## src/hw/rtl/whf_pkg.sv

```systemverilog
`timescale 1ns / 1ps
// Shared types and constants of the weighted histogram fill unit.
// No dependencies.
package whf_pkg;

  localparam int MAX_BINS_DEF     = 1024;
  localparam int VALUE_WIDTH_DEF  = 32;
  localparam int WEIGHT_WIDTH_DEF = 16;
  localparam int SUM_WIDTH_DEF    = 48;
  localparam int FILL_WIDTH       = 32;
  localparam int BIN_COUNT_WIDTH  = 11;
  localparam int BIN_WIDTH_WIDTH  = 31;
  localparam int OP_WIDTH         = 2;
  localparam int INDEX_WIDTH      = 16;
  localparam int OUTCOME_WIDTH    = 2;
  localparam int FOUND_WIDTH      = 10;
  localparam int CFG_ADDR_WIDTH   = 3;

  localparam logic [OP_WIDTH-1:0] OP_FILL_VALUE = 2'd0;
  localparam logic [OP_WIDTH-1:0] OP_FILL_BIN   = 2'd1;
  localparam logic [OP_WIDTH-1:0] OP_READ_BIN   = 2'd2;
  localparam logic [OP_WIDTH-1:0] OP_WRITE_EDGE = 2'd3;

  localparam logic [OUTCOME_WIDTH-1:0] OUT_IN_RANGE  = 2'd0;
  localparam logic [OUTCOME_WIDTH-1:0] OUT_UNDERFLOW = 2'd1;
  localparam logic [OUTCOME_WIDTH-1:0] OUT_OVERFLOW  = 2'd2;
  localparam logic [OUTCOME_WIDTH-1:0] OUT_NO_FILL   = 2'd3;

  localparam logic [CFG_ADDR_WIDTH-1:0] REG_BIN_COUNT = 3'd0;
  localparam logic [CFG_ADDR_WIDTH-1:0] REG_RANGE_MIN = 3'd1;
  localparam logic [CFG_ADDR_WIDTH-1:0] REG_RANGE_MAX = 3'd2;
  localparam logic [CFG_ADDR_WIDTH-1:0] REG_BIN_WIDTH = 3'd3;
  localparam logic [CFG_ADDR_WIDTH-1:0] REG_VAR_EDGES = 3'd4;

  // Controller to datapath commands.
  typedef struct packed {
    logic start;      // latch item, classify
    logic clear_step; // clear one bin, advance clear pointer
    logic div_step;   // one quotient bit
    logic srch_issue; // read edge at mid
    logic srch_step;  // compare read edge, narrow window
    logic bin_read;   // read bin memory at chosen bin
    logic bin_write;  // write updated bin
    logic load_out;   // load result registers, update sums
  } whf_cmd_t;

  // Datapath to controller status.
  typedef struct packed {
    logic clear_done;
    logic div_done;
    logic srch_done;
    logic need_div;
    logic need_srch;
    logic need_bin;
  } whf_sts_t;

endpackage

```

## src/hw/rtl/whf_controller.sv

```systemverilog
`timescale 1ns / 1ps
// Controller state machine of the weighted histogram fill unit.
// Depends on whf_pkg.
module whf_controller (
  input  logic              clk,
  input  logic              rst,
  input  logic              in_valid,
  output logic              in_stall,
  output logic              out_valid,
  input  logic              out_stall,
  output logic              cfg_ready,
  output whf_pkg::whf_cmd_t cmd,
  input  whf_pkg::whf_sts_t sts
);

  typedef enum logic [7:0] {
    ST_CLEAR = 8'b0000_0001,
    ST_IDLE  = 8'b0000_0010,
    ST_ROUTE = 8'b0000_0100,
    ST_DIV   = 8'b0000_1000,
    ST_SRCH  = 8'b0001_0000,
    ST_SCMP  = 8'b0010_0000,
    ST_READ  = 8'b0100_0000,
    ST_WRITE = 8'b1000_0000
  } whf_state_t;

  whf_state_t state, state_next;
  logic       out_valid_next;
  logic       accept;

  assign accept    = in_valid && !in_stall;
  assign in_stall  = (state != ST_IDLE) || out_valid;
  assign cfg_ready = (state == ST_IDLE) && !out_valid;

  always_comb begin
    cmd            = '0;
    state_next     = state;
    out_valid_next = out_valid && out_stall;
    unique case (state)
      ST_CLEAR: begin
        if (sts.clear_done) state_next = ST_IDLE;
        else cmd.clear_step = 1'b1;
      end
      ST_IDLE: begin
        if (accept) begin
          cmd.start  = 1'b1;
          state_next = ST_ROUTE;
        end
      end
      ST_ROUTE: begin
        if (sts.need_div)       state_next = ST_DIV;
        else if (sts.need_srch) state_next = ST_SRCH;
        else if (sts.need_bin)  state_next = ST_READ;
        else                    state_next = ST_WRITE;
      end
      ST_DIV: begin
        if (sts.div_done) state_next = ST_READ;
        else cmd.div_step = 1'b1;
      end
      ST_SRCH: begin
        if (sts.srch_done) state_next = ST_READ;
        else begin
          cmd.srch_issue = 1'b1;
          state_next     = ST_SCMP;
        end
      end
      ST_SCMP: begin
        cmd.srch_step = 1'b1;
        state_next    = ST_SRCH;
      end
      ST_READ: begin
        cmd.bin_read = 1'b1;
        state_next   = ST_WRITE;
      end
      ST_WRITE: begin
        cmd.bin_write  = 1'b1;
        cmd.load_out   = 1'b1;
        out_valid_next = 1'b1;
        state_next     = ST_IDLE;
      end
      default: state_next = ST_IDLE;
    endcase
  end

  always_ff @(posedge clk) begin
    if (rst) begin
      state     <= ST_CLEAR;
      out_valid <= 1'b0;
    end else begin
      state     <= state_next;
      out_valid <= out_valid_next;
    end
  end

endmodule

```

## config.mk

```make
export PLATFORM = sky130hd
export DESIGN_NAME = whf_controller
export DESIGN_NICKNAME = d
export VERILOG_FILES = /design/src/hw/rtl/whf_pkg.sv /design/src/hw/rtl/whf_controller.sv
export SDC_FILE = /design/constraint.sdc
export NUM_CORES = 1
export LEC_CHECK = 0
export ABC_CLOCK_PERIOD_IN_PS = 2300
export BUFFER_PORTS_ARGS = -buffer_cell sky130_fd_sc_hd__buf_2
export CAP_MARGIN = 30
export CORE_AREA = 5 5 46 48
export CTS_CLUSTER_DIAMETER = 60
export CTS_CLUSTER_SIZE = 25
export DETAILED_ROUTE_END_ITERATION = 16
export DIE_AREA = 0 0 51 53
export PLACE_DENSITY = 0.69
export SLEW_MARGIN = 20
export SYNTH_ARGS = -nofsm -noshare
export SYNTH_HDL_FRONTEND = slang
export SYNTH_SLANG_ARGS = --single-unit
```

## constraint.sdc

```tcl
create_clock -name clk -period 2.3 [get_ports clk]
set_input_delay 0.23 -clock clk [delete_from_list [all_inputs] [get_ports clk]]
set_output_delay 0.23 -clock clk [all_outputs]
set_load 0.05 [all_outputs]
```

==> results of run 1 <==
-- final cells by class --
type	instances	area, um2	share of cell area
inverters	4	15.01	0.01954
multi-input cells	52	415.4	0.5407
flip-flops and latches	9	180.2	0.2345
repair buffers	21	110.1	0.1433
clock buffers	4	26.28	0.03420
well taps	17	21.27	0.02769
-- metal layers --
layer	GRT usage	share of wire	vias to the layer above
met5	0	0	-
met4	0.09417	0.040	0
met3	0.02817	0.025	7
met2	0.1867	0.48	13
met1	0.1523	0.46	274
li1	-	-	303
-- worst paths after layout --
check,endpoint,start,slack (ps)
hold reg to reg,out_valid,out_valid,540
hold / removal,out_valid,out_stall,200
setup reg to reg,state[6],state[2],350
setup / recovery,cmd[5],state[6],150
-- per-stage QoR --
stage               total power [uW]    util  worst slack (ps)
finish                         434.2  0.4599             149.9
global route                   460.8  0.4599             73.73
CTS                            432.0  0.4509             7.984
detailed placement             307.0  0.4352             291.1
global placement               306.7  0.4352             348.7
floorplan                      280.5       -             101.5
-- kinds of logic (layout without fill, tap and decap cells) --
family,Yosys count,in the layout,synth area share
compound gates,14,14,0.1683
flops,9,9,0.2886
buf+inv,9,29,0.09016
simple gates,37,37,0.4389
xor+xnor,1,1,0.01403
-- registers in the layout (all words and copies together), names as in the netlist --
name	flops
out_valid	1
state	8
-- worst min-delay path, stage by stage --
cell,delay (ps)
buf_2,70
a21oi_1,50
nor2_1,80
-- power breakdown --
part	internal, uW	switching, uW
Sequential	164	13.8
Clock	67.0	58.3
Combinational	51.8	79.5
-- placed cells by master (no fill, tap or decap), drive strengths merged --
cell type	synthesis	routed
a21oi	3	3
clkbuf	0	5
nor3	4	4
nand2	1	1
buf	5	20
or3b	2	2
and4bb	1	1
a31oi	2	2
nand3	1	1
o21ai	2	2
nor3b	1	1
xor2	1	1
nor2b	2	2
or4	2	2
a211oi	2	2
or2	2	2
a2111oi	2	2
nand4b	1	1
nor4	4	4
nand3b	1	1
nand4	1	1
inv	4	4
nor2	7	7
a31o	1	1
o211ai	1	1
dfxtp	9	9
nand2b	3	3
o21a	1	1
nor4b	2	2
and4b	2	2
==> results.toml, run 1 <==
[timing]
period_needed_ps = 2150
worst_clock_skew_ps = 6.382
slew_headroom = 0.6162
tns_ps = 0
worst_pin_slew_ps = 574.3
clock.fmax_ghz = 0.4651
setup_viol = 0
worst_hold_slack_ps = 203.0
rsz0062_at_grt = "false"
finalCritPeriodShare = 0.9348
finalHoldViolCount = 0
finalMaxSlewViolations = 0

[floorplan]
fp.dieH_um = 53
die_area_um2 = 2703
die_w_um = 51
start_util = 0.3738
io_pins = 21
coreArea_um2 = 1670
rows = 15

[synth]
dominantRegCellSynth = "dfxtp_1"
synth_top_area_share = 0.2886
ys.warnings.count = 0
yosysUniqueCellTypes = 38
async_flop_share = 0
yosysMostFrequentCell = "dfxtp_1"
yosysTopAreaCell = "dfxtp_1"
synth_cells = 70
synth_area_leaders = "dfxtp_1 29%, nor4_4 6.8%, nor2_1 4.2%"
avgSynthCellArea_um2 = 8.919
syn-num-nets = 80
syn_area_um2 = 624.3
synth_common_cells = "9 x dfxtp_1, 7 x nor2_1, 4 x inv_1, 4 x nor3_1"
synth_edf_count = 0
synth_seq_cells = 9
seq_area_frac_synth = 0.2886

[place]
dpl.cell_count = 103
gp_congestion = 0.7713
dp_hpwl_um = 1184
place_area_um2 = 726.9
numPortBuffers = 20

[setup_path]
path_max_fanout = 6
path_delay_family = "simple AND/OR/NAND/NOR gates"
worst_path_max_delay_cell = "or4_4"
crit_path_end_kind = "primary output"
rr_worst_depth = 4
cp.required_ps = 2070
path_buf_inv = 1
critPathLaunchType = "flop"
worstPathArrival_ps = 1920
crit_cells = 3
crit_chain = "or4_4, nor4_4, clkbuf_4"
slowest_delay_ps = 620
worstSetupPathType = "flop to primary output"

[clock_network]
path_clk_slew_ps = 60
cts_tree = "yes"
clk_latency_ps = 270
clock_path_buffers = 2
root_buffer = "clkbuf_4"
htree_levels = 1
ctsResizeCount = 0
hold_buffers = 0
cts_sinks = 9
cts_buffers = 3
post-cts-setup-buffers = 0

[min_path]
holdCritPathClass = "input port to flop"
hold_depth = 3

[final_layout]
nFillCells = 166
layout-drive-gt1-share = 0.4222
syn_to_final_growth_pct = 23.05
fin_area_um2 = 768.2
layout.nets = 101
diodes = 0
layout.cells.non_filler = 107

[global_route]
antenna_found_initial = 0
grt_usage = 0.1240
grt_pass1_wl_um = 2421
grt_max_degree = 11
grt_overflow = 0
grt_pass1_vias = 557

[route]
drt_pass1_iterations = 4
vias = 597
detail-route-antenna-nets = 0
routed_wl_um = 1483
route.detailed.drc = 0
viasPerCell = 5.579
wire_per_inst_um = 13.86
drtIter0Drc = 12

[power_and_ir_drop]
worst_ir_drop_vdd_mv = 0.2879
power.density_nw_per_um2 = 565.2
p_leak_uw = 0.0003352

[run_status]
outcome = "complete, no violations"

[run]
maxCapViolCount = 0
(Power assumes the default switching activity.)
==> inputs of run 2 (changes only) <==
--- a/config.mk
+++ b/config.mk
@@ -5,6 +5,7 @@
 export SDC_FILE = /design/constraint.sdc
 export NUM_CORES = 1
 export LEC_CHECK = 0
+export ABC_AREA = 1
 export ABC_CLOCK_PERIOD_IN_PS = 2300
 export BUFFER_PORTS_ARGS = -buffer_cell sky130_fd_sc_hd__buf_2
 export CAP_MARGIN = 30
@@ -13,7 +14,7 @@
 export CTS_CLUSTER_SIZE = 25
 export DETAILED_ROUTE_END_ITERATION = 16
 export DIE_AREA = 0 0 51 53
-export PLACE_DENSITY = 0.69
+export PLACE_DENSITY = 0.68
 export SLEW_MARGIN = 20
 export SYNTH_ARGS = -nofsm -noshare
 export SYNTH_HDL_FRONTEND = slang
==> results.toml, run 2 <==
[route]
viasPerCell = 4.578
routed_wl_um = 1294
route.detailed.drc = 0
drt_pass1_iterations = 4
drtIter0Drc = 11
detail-route-antenna-nets = 0
vias = 618
wire_per_inst_um = 9.585

[floorplan]
die_w_um = 51
coreArea_um2 = 1670
fp.dieH_um = 53
start_util = 0.3648
rows = 15
io_pins = 21
die_area_um2 = 2703

[synth]
yosysMostFrequentCell = "inv_1"
yosysTopAreaCell = "dfxtp_1"
synth_area_leaders = "dfxtp_1 30%, inv_1 13%, nor2_1 8.6%"
synth_cells = 95
yosysUniqueCellTypes = 16
ys.warnings.count = 0
synth_edf_count = 0
avgSynthCellArea_um2 = 6.414
seq_area_frac_synth = 0.2957
dominantRegCellSynth = "dfxtp_1"
synth_top_area_share = 0.2957
async_flop_share = 0
syn_area_um2 = 609.3
synth_seq_cells = 9
synth_common_cells = "21 x inv_1, 14 x nor2_1, 13 x nand2_1"
syn-num-nets = 105

[clock_network]
hold_buffers = 0
cts_sinks = 9
post-cts-setup-buffers = 0
clk_latency_ps = 260
htree_levels = 1
clock_path_buffers = 2
cts_tree = "yes"
cts_buffers = 3
ctsResizeCount = 0
path_clk_slew_ps = 60
root_buffer = "clkbuf_4"

[place]
dpl.cell_count = 131
numPortBuffers = 20
gp_congestion = 0.7937
dp_hpwl_um = 1104

[final_layout]
regMostFlops = "state"
nFillCells = 172
layout.cells.most_common = "inv_1"
largest_registers = "state x8, out_valid x1"
multi_input_area_um2 = 339.1
layout.nets = 129
diodes = 0
layout.cells.non_filler = 135
largest_reg_flops = 8
layout_common_cells = "21 x inv_1, 20 x buf_2, 14 x nor2_1"
syn_to_final_growth_pct = 23.00
layout-drive-gt1-share = 0.3644
seq_area_um2 = 180.2

[global_route]
grt_usage = 0.1062
grt_pass1_wl_um = 2097
use_met1 = 0.1407
met3_usage = 0.01690
busiest_layer = "met2"
grt_max_degree = 7
antenna_found_initial = 0
grt_pass1_vias = 524
grt_use_met2 = 0.1524
grt_overflow = 0

[timing]
worst_clock_skew_ps = 7.721
period_needed_ps = 1710
slew_headroom = 0.8341
finalHoldViolCount = 0
rsz0062_at_grt = "false"
finalCritPeriodShare = 0.7434
clock.fmax_ghz = 0.5849
worst_pin_slew_ps = 250.6
finalMaxSlewViolations = 0
setup_viol = 0
tns_ps = 0

[min_path]
holdCritPathClass = "input port to flop"
hold_depth = 2

[setup_path]
critPathLaunchType = "flop"
path_max_fanout = 3
cp.required_ps = 2070
crit_path_end_kind = "primary output"
worstPathArrival_ps = 1480
rr_worst_depth = 8
worstSetupPathType = "flop to primary output"

[power_and_ir_drop]
power.density_nw_per_um2 = 473.4
p_leak_uw = 0.0004236
worst_ir_drop_vdd_mv = 0.3016

[run_status]
outcome = "complete, no violations"

[run]
maxCapViolCount = 0
run 2: changes by cell type in the layout (fill, tap and decap cells not counted), sizes merged, moves of 4 or more:
cell / delta
nand3: +8
a21oi: +4
nor2: +17
nor4: -4
inv: +18
nand2: +17
run 2: worst paths after layout:
kind,slack [ps],start,to
min,160,sts[3],state[5]
max reg2reg,1130,state[5],state[7]
min reg2reg,500,out_valid,out_valid
max,590,state[5],cmd[7]
run 2: power by group:
part | total [uW] | switching [uW] | leakage [uW] | internal (uW)
clock network | 121 | 54.0 | 0.0000150 | 66.8
logic | 70.5 | 48.8 | 0.000335 | 21.7
registers | 163 | 3.55 | 0.0000732 | 160
total | 355 | 106 | 0.000424 | 248
run 2: cell type report:
| cell class | count | share of cell area |
|---|---|---|
| tap | 17 | 0.02838 |
| multi-input combinational | 63 | 0.4524 |
| timing repair buffer | 20 | 0.1336 |
| sequential | 9 | 0.2404 |
| inverter | 22 | 0.1102 |
| clock buffer | 4 | 0.03506 |
run 2: worst max-delay path, cell delays in order (launching register included):
cell     delay [ps]
dfxtp_1         320
inv_1           100
nand2_2          80
nor2_4          120
nand2_2         100
nor2_2          120
nand2_1          80
inv_1            50
buf_2           250
run 2: layer usage:
| metal | routed length [um] | vias up |
|---|---|---|
| li1 | - | 332 |
| met5 | 0 | - |
| met1 | 626 | 259 |
| met3 | 81 | 5 |
| met4 | 37 | 0 |
| met2 | 548 | 22 |
run 2: per-stage QoR:
step	total power, uW	area, um2	setup WS (ps)	utilization	hold WS [ps]
after floorplan	216.4	609.3	489.3	-	296.9
after global placement	236.6	723.2	872.3	0.4330	432.9
after detailed placement	237.8	723.2	869.3	0.4330	437.4
after CTS	356.9	749.5	576.6	0.4487	160.1
after global routing	377.5	749.5	387.6	0.4487	168.2
final	354.8	749.5	590.2	0.4487	158.5
run 2: kinds of logic after synthesis:
family | count (synthesis) | synth area share
flops | 9 | 0.2957
buf+inv | 23 | 0.1478
simple gates | 56 | 0.4866
compound gates | 7 | 0.06981
